===== src/hw/rtl/mrc_pkg.sv =====
// ----------------------------------------------------------------------------
// mrc_pkg
// Shared types, status codes and the byte-wide CRC-16/MODBUS update for the
// read-holding-register reply checker.
// ----------------------------------------------------------------------------
package mrc_pkg;

   localparam int unsigned BYTE_W  = 8;
   localparam int unsigned WORD_W  = 16;
   localparam int unsigned STAT_W  = 2;

   localparam logic [BYTE_W-1:0] FUNC_READ_HOLDING = 8'h03;
   localparam logic [BYTE_W-1:0] DATA_BYTE_COUNT   = 8'h02;
   localparam int unsigned       MIN_FRAME_BYTES   = 7;

   localparam logic [WORD_W-1:0] CRC_INIT = 16'hFFFF;
   localparam logic [WORD_W-1:0] CRC_POLY = 16'hA001;

   localparam logic [BYTE_W-1:0] SLAVE_ADDR_RESET = 8'h50;

   localparam logic [STAT_W-1:0] STATUS_OK     = 2'd0;
   localparam logic [STAT_W-1:0] STATUS_FORMAT = 2'd1;
   localparam logic [STAT_W-1:0] STATUS_CRC    = 2'd2;

   typedef struct packed {
      logic [STAT_W-1:0] status;
      logic [WORD_W-1:0] reg_value;
   } result_type;

   // one byte through the reflected crc, one bit per step
   function automatic logic [WORD_W-1:0] crc_byte(input logic [WORD_W-1:0] crc,
                                                  input logic [BYTE_W-1:0] b);
      logic [WORD_W-1:0] c;
      c = crc ^ {{(WORD_W-BYTE_W){1'b0}}, b};
      for (int k = 0; k < BYTE_W; k++) begin
         if (c[0]) begin
            c = (c >> 1) ^ CRC_POLY;
         end else begin
            c = c >> 1;
         end
      end
      return c;
   endfunction

endpackage


===== src/hw/rtl/mrc_frame.sv =====
// ----------------------------------------------------------------------------
// mrc_frame
// Per-frame state: byte count, header check, data bytes, tail bytes and the
// running crc with two lagged copies. Judges the frame on its final byte.
// ----------------------------------------------------------------------------
module mrc_frame #(
   parameter int unsigned MAX_FRAME_BYTES = 512
) (
   input  logic                          clock,
   input  logic                          reset,
   input  logic [mrc_pkg::BYTE_W-1:0]    slave_address,
   input  logic                          step,
   input  logic [mrc_pkg::BYTE_W-1:0]    rx_byte,
   input  logic                          frame_end,
   output mrc_pkg::result_type           result
);

   localparam int unsigned CNT_W = $clog2(MAX_FRAME_BYTES + 1);
   localparam logic [CNT_W-1:0] CNT_MAX = CNT_W'(MAX_FRAME_BYTES);
   localparam logic [CNT_W-1:0] CNT_MIN = CNT_W'(mrc_pkg::MIN_FRAME_BYTES);

   logic [CNT_W-1:0]            cnt_ff,  cnt_in;
   logic                        hdr_ff,  hdr_in;
   logic [mrc_pkg::WORD_W-1:0]  crc_ff,  crc_in;
   logic [mrc_pkg::WORD_W-1:0]  lag0_ff, lag0_in;
   logic [mrc_pkg::WORD_W-1:0]  lag1_ff, lag1_in;
   logic [mrc_pkg::WORD_W-1:0]  data_ff, data_in;
   logic [mrc_pkg::WORD_W-1:0]  tail_ff, tail_in;
   logic                        take;
   logic [mrc_pkg::WORD_W-1:0]  crc_got;

   always_comb begin
      take    = (cnt_ff != CNT_MAX);
      cnt_in  = cnt_ff;
      hdr_in  = hdr_ff;
      crc_in  = crc_ff;
      lag0_in = lag0_ff;
      lag1_in = lag1_ff;
      data_in = data_ff;
      tail_in = tail_ff;
      if (take) begin
         if (cnt_ff == CNT_W'(0) && rx_byte != slave_address) begin
            hdr_in = 1'b0;
         end
         if (cnt_ff == CNT_W'(1) && rx_byte != mrc_pkg::FUNC_READ_HOLDING) begin
            hdr_in = 1'b0;
         end
         if (cnt_ff == CNT_W'(2) && rx_byte != mrc_pkg::DATA_BYTE_COUNT) begin
            hdr_in = 1'b0;
         end
         if (cnt_ff == CNT_W'(3)) begin
            data_in = {rx_byte, data_ff[mrc_pkg::BYTE_W-1:0]};
         end
         if (cnt_ff == CNT_W'(4)) begin
            data_in = {data_ff[mrc_pkg::WORD_W-1:mrc_pkg::BYTE_W], rx_byte};
         end
         lag1_in = lag0_ff;
         lag0_in = crc_ff;
         crc_in  = mrc_pkg::crc_byte(crc_ff, rx_byte);
         tail_in = {tail_ff[mrc_pkg::BYTE_W-1:0], rx_byte};
         cnt_in  = cnt_ff + CNT_W'(1);
      end
   end

   // crc travels low byte first
   assign crc_got = {tail_in[mrc_pkg::BYTE_W-1:0],
                     tail_in[mrc_pkg::WORD_W-1:mrc_pkg::BYTE_W]};

   always_comb begin
      result.status    = mrc_pkg::STATUS_OK;
      result.reg_value = data_in;
      if (cnt_in < CNT_MIN || !hdr_in) begin
         result.status    = mrc_pkg::STATUS_FORMAT;
         result.reg_value = '0;
      end else if (crc_got != lag1_in) begin
         result.status    = mrc_pkg::STATUS_CRC;
         result.reg_value = '0;
      end
   end

   always_ff @(posedge clock) begin
      if (reset || (step && frame_end)) begin
         cnt_ff  <= '0;
         hdr_ff  <= 1'b1;
         crc_ff  <= mrc_pkg::CRC_INIT;
         lag0_ff <= mrc_pkg::CRC_INIT;
         lag1_ff <= mrc_pkg::CRC_INIT;
         data_ff <= '0;
         tail_ff <= '0;
      end else if (step) begin
         cnt_ff  <= cnt_in;
         hdr_ff  <= hdr_in;
         crc_ff  <= crc_in;
         lag0_ff <= lag0_in;
         lag1_ff <= lag1_in;
         data_ff <= data_in;
         tail_ff <= tail_in;
      end
   end

endmodule


===== config.mk =====
export PLATFORM = sky130hd
export DESIGN_NAME = mrc_frame
export DESIGN_NICKNAME = d
export VERILOG_FILES = /design/src/hw/rtl/mrc_pkg.sv /design/src/hw/rtl/mrc_frame.sv
export SDC_FILE = /design/constraint.sdc
export NUM_CORES = 1
export LEC_CHECK = 0
export ABC_CLOCK_PERIOD_IN_PS = 3300
export BUFFER_PORTS_ARGS = -buffer_cell sky130_fd_sc_hd__buf_2
export CAP_MARGIN = 25
export CORE_ASPECT_RATIO = 2
export CORE_MARGIN = 3
export CORE_UTILIZATION = 58
export DETAILED_ROUTE_END_ITERATION = 16
export GPL_TIMING_DRIVEN = 1
export PLACE_DENSITY = 0.86
export SLEW_MARGIN = 5
export SYNTH_ARGS = -nofsm -noshare
export SYNTH_HDL_FRONTEND = slang
export SYNTH_SLANG_ARGS = --single-unit
export TNS_END_PERCENT = 20

===== constraint.sdc =====
create_clock -name clock -period 3.3 [get_ports clock]
set_input_delay 0.495 -clock clock [delete_from_list [all_inputs] [get_ports clock]]
set_output_delay 0.495 -clock clock [all_outputs]
set_load 0.01 [all_outputs]

==> impl_metrics.yaml, run 1 <==
floorplan:
  dieHeight_um: 127.5
  fp-row-count: 43
  dieArea_mm2: 0.008507
  start_util_pct: 60.71
  ios: 38
  die_w_um: 66.74
  core_area_mm2: 0.007048
clock_tree:
  tritoncts: "done"
  cts_num_sinks: 86
  cts_buffers: 9
  insertion_delay_ps: 340
  post_cts.repair.setup_buffers: 0
  cts_root_buf: "clkbuf_16"
  cts_buffer_depth: 2
  path_clk_slew_ps: 60
  h-tree-depth: 3
  holdBufCountCts: 0
power_and_ir_drop:
  p_total_mw: 2.514
  clkPwrFrac_pct: 40.3
  p_comb_share_pct: 14.5
  pwr_density_cell_mw_per_mm2: 525.8
  irDropWorstVdd_uv: 354.9
  power_frac_seq_pct: 45.1
  p_leak_nw: 1.813
  netSwitchingFraction_pct: 26.16
  internal_power_mw: 1.856
  switching_power_mw: 0.6575
yosys:
  synth.avg_cell_area_um2: 8.198
  synth_top_area_share_pct: 40.23
  synth_warnings: 0
  ys_seq_area_share_pct: 40.23
  syn_nets: 546
  synthArstFlopShare_pct: 0
  ys_ff_latch: 86
  synth_top_cell_by_area: "dfxtp_1"
  synthMuxAreaShare_pct: 4.211
  yosys-top-cells-count: "143 x nand2_1, 86 x dfxtp_1, 43 x a21oi_1"
  synth_most_common_cell: "nand2_1"
  yosys.area_share.adder_pct: 1.170
  synth-xor-area-share_pct: 13.92
  yosys-top-cells-area: "dfxtp_1 40%, nand2_1 13%, xnor2_1 8.4%, a21oi_1 5.0%, mux2i_1 4.2%"
  synth_simple_gate_area_share_pct: 26.26
  synthCells: 522
  yosys_most_used_dff: "dfxtp_1"
  synth_compound_area_share_pct: 8.567
  synth_cell_types: 46
  syn_area_mm2: 0.004279
  synth_enable_flop_cells: 0
  synth_top_family_by_area: "simple AND/OR/NAND/NOR gates"
setup_path:
  r2r-end: "tail_ff[4]$_SDFFE_PP0P_"
  required_ps: 2800
  r2r_setup_slack_ps: 780
  path_delay_family: "simple AND/OR/NAND/NOR gates"
  path_cells: "inv_1, ha_1, and4b_1, nor4_2, a21oi_4, nor4_1, buf_2"
  cp_max_fo: 9
  cp-start-kind: "flop"
  critPathBufInv: 2
  r2r_start: "cnt_ff[4]$_SDFFE_PP0P_"
  cp_slowest_cell: "nor4_1"
  endpoint_kind: "output pin"
  path_class: "flop to output pin"
  r2r_cells: 7
  crit_path_max_incr_delay_ps: 440
  crit_arrival_ps: 2650
timing:
  finalHoldViolCount: 0
  fin_crit_ps: 3146
  finalSetupViolCount: 0
  max_freq_mhz: 317.9
  skew_ps: 7.292
  finalMaxSlewViolations: 0
  final.period_utilization_pct: 95.33
  tightestPinTransition_ps: 591.8
  rsz0062_at_grt: "false"
  setup_tns_ps: 0
  slew_headroom_pct: 60.22
detailed_routing:
  wire_per_inst_um: 16.39
  vias_per_cell: 5.792
  ant_nets: 0
  drt_iter0_markers: 179
  firstDrtPassIters: 5
  routed_wl_um: 10410
  vias: 3678
  drcViolationCount: 0
final_layout:
  final_nets: 564
  diodes: 0
  drive_gt1_share_pct: 14.68
  syn_to_final_growth_pct: 11.73
  fin_cells: 635
placement:
  placed_cells: 618
  hpwl_um: 7276
  gp_congestion: 0.9160
  port_buffers: 37
min_path:
  holdPathStages: 2
  min_path_type: "flop to flop"
  holdPathEnd: "data_ff[12]$_SDFFE_PP0P_"
  hold_path_startpoint: "data_ff[12]$_SDFFE_PP0P_"
global_route:
  grt_usage_pct: 26.48
  antenna_found_initial: 0
  grt_pass1_vias: 3621
  grt_max_degree: 50
  grt_pass1_wl_um: 17230
  gr-total-overflow: 0
flow_run:
  max_cap_violations: 0
outcome:
  outcome: "finished clean"
## area by class of cell
cell class	instances	area (µm²)
clock buffer	11	242.7
sequential	86	1722
fill	552	2267
multi-input combinational	393	2361
tap	90	112.6
clock inverter	5	58.81
inverter	3	11.26
timing repair buffer	47	272.8
## power by group through the flow
stage	sequential, mW	combinational (mW)	clock, mW
floorplan	1.14	0.281	0
global placement	1.15	0.352	0
global route	1.14	0.399	1.07
CTS	1.13	0.363	1.02
detailed placement	1.16	0.360	0
finish	1.13	0.366	1.01
## routing by layer
metal  up-vias  share of wire, %  track usage [%]
met5         -                 0                0
met4         0               5.2            16.65
met3        37               3.8            5.277
met2       128                55            46.37
met1      1715                36            27.80
li1       1798                 -                -
## flip-flops by register name (all words and copies together) (netlist names)
name / cells
crc_ff: 16
data_ff: 16
lag1_ff: 16
tail_ff: 16
lag0_ff: 11
cnt_ff: 10
hdr_ff: 1
## metrics by stage
step	hold WS [ps]	setup slack (ps)	utilization (%)	cell area, µm²
detailed placement	443.9	371.6	63.04	4443
CTS	451.7	104.1	67.32	4745
finish	452.1	154.1	67.83	4781
global route	468.7	43.92	67.83	4781
floorplan	431.2	717.8	-	4279
global placement	437.6	435.4	63.04	4443
## what timing repair did
action | in CTS | in global routing
hold endpoints to repair | 0 | 0
endpoints found under the setup margin | 0 | 16
resized for setup | 0 | 5
## how the worst max path moves through the flow
| stage | cells past startpoint | slack [ps] | startpoint | end |
|---|---|---|---|---|
| 6_report | 7 | 150 | cnt_ff[0]$_SDFFE_PP0P_ | result[5] |
| 3_3_place_gp | 8 | 440 | rx_byte[6] | result[9] |
| 3_5_place_dp | 8 | 370 | rx_byte[6] | result[9] |
| 2_1_floorplan | 8 | 720 | rx_byte[6] | result[10] |
| 4_1_cts | 7 | 100 | cnt_ff[4]$_SDFFE_PP0P_ | result[17] |
| 5_1_grt | 8 | 40 | cnt_ff[0]$_SDFFE_PP0P_ | result[5] |
## kinds of logic (layout without fill, tap and decap cells)
group	count (synthesis)	count (layout)
adder cells (fa/ha/maj)	4	4
flip-flops	86	86
AND/OR/NAND/NOR	242	242
buffers and inverters	44	66
multiplexers	18	18
AO/OA/AOI/OAI	65	66
XOR/XNOR	63	63
## tightest hold or removal path, stage by stage (launching register included)
cell and delay (ps):
dfxtp_1 310, nand2_1 50, a21oi_1 50
## layout by cell type, fill, tap and decap left out, types with 8 or more instances in the layout
master       n
xnor2_1     41
xor2_1      18
o211ai_1     9
buf_2       37
mux2i_1     18
nor2_1       8
buf_4        9
nand4_1      9
a21oi_1     42
nor4_1      18
dfxtp_1     86
clkbuf_16    9
nand3_1     34
nand2_1    143
Note: power is estimated with default switching activity, not from simulation.
==> inputs of run 2 (changes only) <==
Settings changed: CTS_BUF_LIST set to sky130_fd_sc_hd__clkbuf_8 sky130_fd_sc_hd__clkbuf_16, CTS_CLUSTER_DIAMETER set to 200.
==> run 2 against run 1 <==
Effect of this change: clock skew increased by 1.2 ps; global-route usage unchanged; wire length increased by 0.45%; via count decreased by 0.16%; maximum frequency increased by 0.15%; non-clock buffer count unchanged; critical endpoint unchanged; largest cell class unchanged.
==> impl_metrics.yaml, run 2 (synthesis gave the netlist of run 1 again) <==
floorplan:
  dieHeight_um: 127.5
  start_util_pct: 60.71
  fp-row-count: 43
  die_w_um: 66.74
  ios: 38
  core_area_mm2: 0.007048
  dieArea_mm2: 0.008507
final_layout:
  multi_input_area_mm2: 0.002361
  diodes: 0
  nFillCells: 552
  regArea_mm2: 0.001722
  drive_gt1_share_pct: 14.68
  fin_util_pct: 67.83
  layout_commonest_cell: "nand2_1"
  final_nets: 564
  syn_to_final_growth_pct: 11.73
  final_cell_mix: "143 x nand2_1, 86 x dfxtp_1, 42 x a21oi_1"
detailed_routing:
  firstDrtPassIters: 5
  drcViolationCount: 0
  routed_wl_um: 10460
  ant_nets: 0
  wire_per_inst_um: 16.47
  drt_iter0_markers: 179
  vias_per_cell: 5.783
  vias: 3672
setup_path:
  endpoint_kind: "output pin"
  cp_slowest_cell: "nor4_1"
  crit_path_max_incr_delay_ps: 440
  cp_max_fo: 9
  cp-start-kind: "flop"
  required_ps: 2800
  path_cells: "inv_1, ha_1, and4b_1, nor4_2, a21oi_4, nor4_1, buf_2"
  path_class: "flop to output pin"
  crit_arrival_ps: 2650
clock_tree:
  path_clk_slew_ps: 60
  h-tree-depth: 3
  cts_num_sinks: 86
  cts_buffers: 9
  cts_buffer_depth: 2
  tritoncts: "done"
  holdBufCountCts: 0
  insertion_delay_ps: 340
  cts_root_buf: "clkbuf_16"
min_path:
  min_path_type: "flop to flop"
power_and_ir_drop:
  p_total_mw: 2.513
  pwr_density_cell_mw_per_mm2: 525.7
  p_leak_nw: 1.817
  irDropWorstVdd_uv: 354.4
timing:
  final.period_utilization_pct: 95.19
  setup_ws_ps: 158.7
  finalHoldViolCount: 0
  fin_crit_ps: 3141
  rsz0062_at_grt: "false"
  skew_ps: 8.465
  finalMaxSlewViolations: 0
  timing.hold.ws_ps: 452.2
  tightestPinTransition_ps: 603.9
  setup_tns_ps: 0
  slew_headroom_pct: 59.41
  max_freq_mhz: 318.3
  finalSetupViolCount: 0
global_route:
  gr-total-overflow: 0
  grt_usage_pct: 26.48
  grt_pass1_wl_um: 17230
  antenna_found_initial: 0
  grt_max_degree: 50
  grt_pass1_vias: 3621
placement:
  hpwl_um: 7276
  place_ws_ps: 371.6
  port_buffers: 37
  gp_congestion: 0.9160
outcome:
  outcome: "finished clean"
flow_run:
  max_cap_violations: 0
run 2: metal layers:
layer | GRT usage, % | routed length, µm | vias up
li1 | - | - | 1801
met1 | 27.80 | 3817 | 1709
met2 | 46.37 | 5719 | 126
met3 | 5.277 | 396 | 36
met4 | 16.65 | 522 | 0
met5 | 0 | 0 | -
run 2: where the power goes:
group          leakage [nW]  switching [mW]  total (mW)  internal [mW]
Sequential            0.703          0.0462        1.13           1.09
Combinational         0.968           0.205       0.365          0.161
Clock                 0.146           0.409        1.01          0.604
run 2: final cells by class:
cell class,count,area share (%)
clock buffers,10,4.999
clock inverters,6,1.309
inverters,3,0.2355
well taps,90,2.355
flip-flops and latches,86,36.01
multi-input cells,393,49.38
repair buffers,47,5.705
run 2: timing repair:
action                                  in CTS  in global routing
resized for setup                            0                  5
buffers inserted                             0                  0
hold endpoints to repair                     0                  0
endpoints found under the setup margin       0                 16
run 2: through the flow:
stage,cells,instance area (µm²)
after floorplan,522,4279
after global placement,618,4443
after detailed placement,618,4443
after CTS,634,4745
after global routing,635,4781
final,635,4781
run 2: worst paths after layout:
check,cells past startpoint,slack (ps),end,start
setup / recovery,7,160,result[5],cnt_ff[0]$_SDFFE_PP0P_
hold / removal,2,450,data_ff[12]$_SDFFE_PP0P_,data_ff[12]$_SDFFE_PP0P_
setup reg to reg,7,780,tail_ff[4]$_SDFFE_PP0P_,cnt_ff[4]$_SDFFE_PP0P_
hold reg to reg,2,450,data_ff[12]$_SDFFE_PP0P_,data_ff[12]$_SDFFE_PP0P_
run 2: worst max-delay path: cells and delay by family, from the launching register on:
family	cells	cell delay [ps]
compound gates	1	140
fa+ha+maj	1	270
buf+inv	2	310
flops	1	420
simple gates	3	1180
==> inputs of run 3 (changes only) <==
Settings changed: CTS_BUF_LIST sky130_fd_sc_hd__clkbuf_8 sky130_fd_sc_hd__clkbuf_16 to sky130_fd_sc_hd__clkbuf_4 sky130_fd_sc_hd__clkbuf_8.
==> run 3 against run 2 <==
Effect of this change: global-route usage fell by 0.30 points; highest routed layer unchanged; die area unchanged; worst hold slack better by 3.5 ps; combinational power about the same; non-clock buffer count unchanged; worst setup slack better by 50 ps.
==> impl_metrics.yaml, run 3 (synthesis gave the netlist of run 1 again) <==
final_layout:
  layout_commonest_cell: "nand2_1"
  syn_to_final_growth_pct: 9.123
  final_cell_mix: "143 x nand2_1, 86 x dfxtp_1, 42 x a21oi_1"
  final_nets: 563
  diodes: 0
  drive_gt1_share_pct: 14.71
setup_path:
  endpoint_kind: "output pin"
  cp-start-kind: "flop"
  required_ps: 2800
  crit_arrival_ps: 2600
  cp_max_fo: 17
  path_class: "flop to output pin"
timing:
  max_freq_mhz: 323.5
  finalHoldViolCount: 0
  tightestPinTransition_ps: 665.8
  timing.hold.ws_ps: 455.7
  slew_headroom_pct: 55.20
  finalSetupViolCount: 0
  finalMaxSlewViolations: 0
  final.period_utilization_pct: 93.67
  fin_crit_ps: 3091
  skew_ps: 10.82
  setup_ws_ps: 208.9
floorplan:
  core_area_mm2: 0.007048
  fp-row-count: 43
  die_w_um: 66.74
  ios: 38
  start_util_pct: 60.71
  dieArea_mm2: 0.008507
  dieHeight_um: 127.5
placement:
  hpwl_um: 7276
  place_ws_ps: 371.6
  port_buffers: 37
  gp_congestion: 0.9160
clock_tree:
  cts_num_sinks: 86
  post_cts.repair.setup_buffers: 0
  path_clk_slew_ps: 80
  cts.repair.resized: 0
  holdBufCountCts: 0
  cts_buffers: 9
  cts_buffer_depth: 2
  insertion_delay_ps: 360
  h-tree-depth: 3
  tritoncts: "done"
  cts_root_buf: "clkbuf_8"
detailed_routing:
  vias_per_cell: 5.798
  wire_per_inst_um: 16.16
  drcViolationCount: 0
  ant_nets: 0
  routed_wl_um: 10250
  firstDrtPassIters: 5
  vias: 3676
  drt_iter0_markers: 161
power_and_ir_drop:
  p_leak_nw: 1.768
  internal_power_mw: 1.626
  pwr_density_cell_mw_per_mm2: 481.7
  irDropWorstVdd_uv: 337.2
  p_comb_share_pct: 16.1
  switching_power_mw: 0.6229
  clkPwrFrac_pct: 33.5
  netSwitchingFraction_pct: 27.69
  power_frac_seq_pct: 50.4
global_route:
  grt_pass1_wl_um: 17040
  gr-total-overflow: 0
  grt_usage_pct: 26.18
  grt_max_degree: 50
  antenna_found_initial: 0
  grt_pass1_vias: 3659
min_path:
  min_path_type: "flop to flop"
flow_run:
  max_cap_violations: 0
outcome:
  outcome: "finished clean"
==> run 3: final cells by class <==
cell class,instances,area [µm²]
clock buffers,11,145.1
clock inverters,5,58.81
fillers,581,2379
inverters,3,11.26
multi-input cells,392,2347
flip-flops and latches,86,1722
well taps,90,112.6
repair buffers,47,272.8
==> run 3: power groups by stage <==
stage                     clock [mW]  combinational [mW]  sequential (mW)
after floorplan                    0               0.281             1.14
after CTS                      0.761               0.362             1.13
after global placement             0               0.352             1.15
after detailed placement           0               0.360             1.16
after global routing           0.804               0.398             1.14
final                          0.754               0.363             1.13
==> run 3: layer usage <==
metal,GRT usage [%],part of all wire [%],vias up
met4,18.56,5.9,0
li1,-,-,1793
met5,0,0,-
met2,46.08,54,144
met3,4.134,4.5,48
met1,26.98,36,1691
==> run 3: path summary, 6_finish.rpt <==
check	startpoint	end	slack, ps	cells past startpoint
max	cnt_ff[0]$_SDFFE_PP0P_	result[5]	210	7
min	data_ff[2]$_SDFFE_PP0P_	data_ff[2]$_SDFFE_PP0P_	460	2
max reg2reg	cnt_ff[4]$_SDFFE_PP0P_	tail_ff[0]$_SDFFE_PP0P_	940	7
min reg2reg	data_ff[2]$_SDFFE_PP0P_	data_ff[2]$_SDFFE_PP0P_	460	2
==> run 3: critical path, cell delays in order (launching register included) <==
cell and delay, ps:
dfxtp_1 420, inv_1 90, ha_1 260, and4b_2 290, nor4_1 430, a21oi_4 190, nor4_1 350, buf_2 200
==> run 3: per-stage QoR <==
| stage | util [%] | std cells | TNS [ps] | cell area, µm² | power, mW |
|---|---|---|---|---|---|
| 4_1_cts | 65.93 | 634 | 0 | 4647 | 2.255 |
| 3_3_place_gp | 63.04 | 618 | 0 | 4443 | 1.505 |
| 2_1_floorplan | - | 522 | 0 | 4279 | 1.425 |
| 5_1_grt | 66.25 | 634 | -5.610 | 4669 | 2.341 |
| 3_5_place_dp | 63.04 | 618 | 0 | 4443 | 1.517 |
| 6_report | 66.25 | 634 | 0 | 4669 | 2.249 |
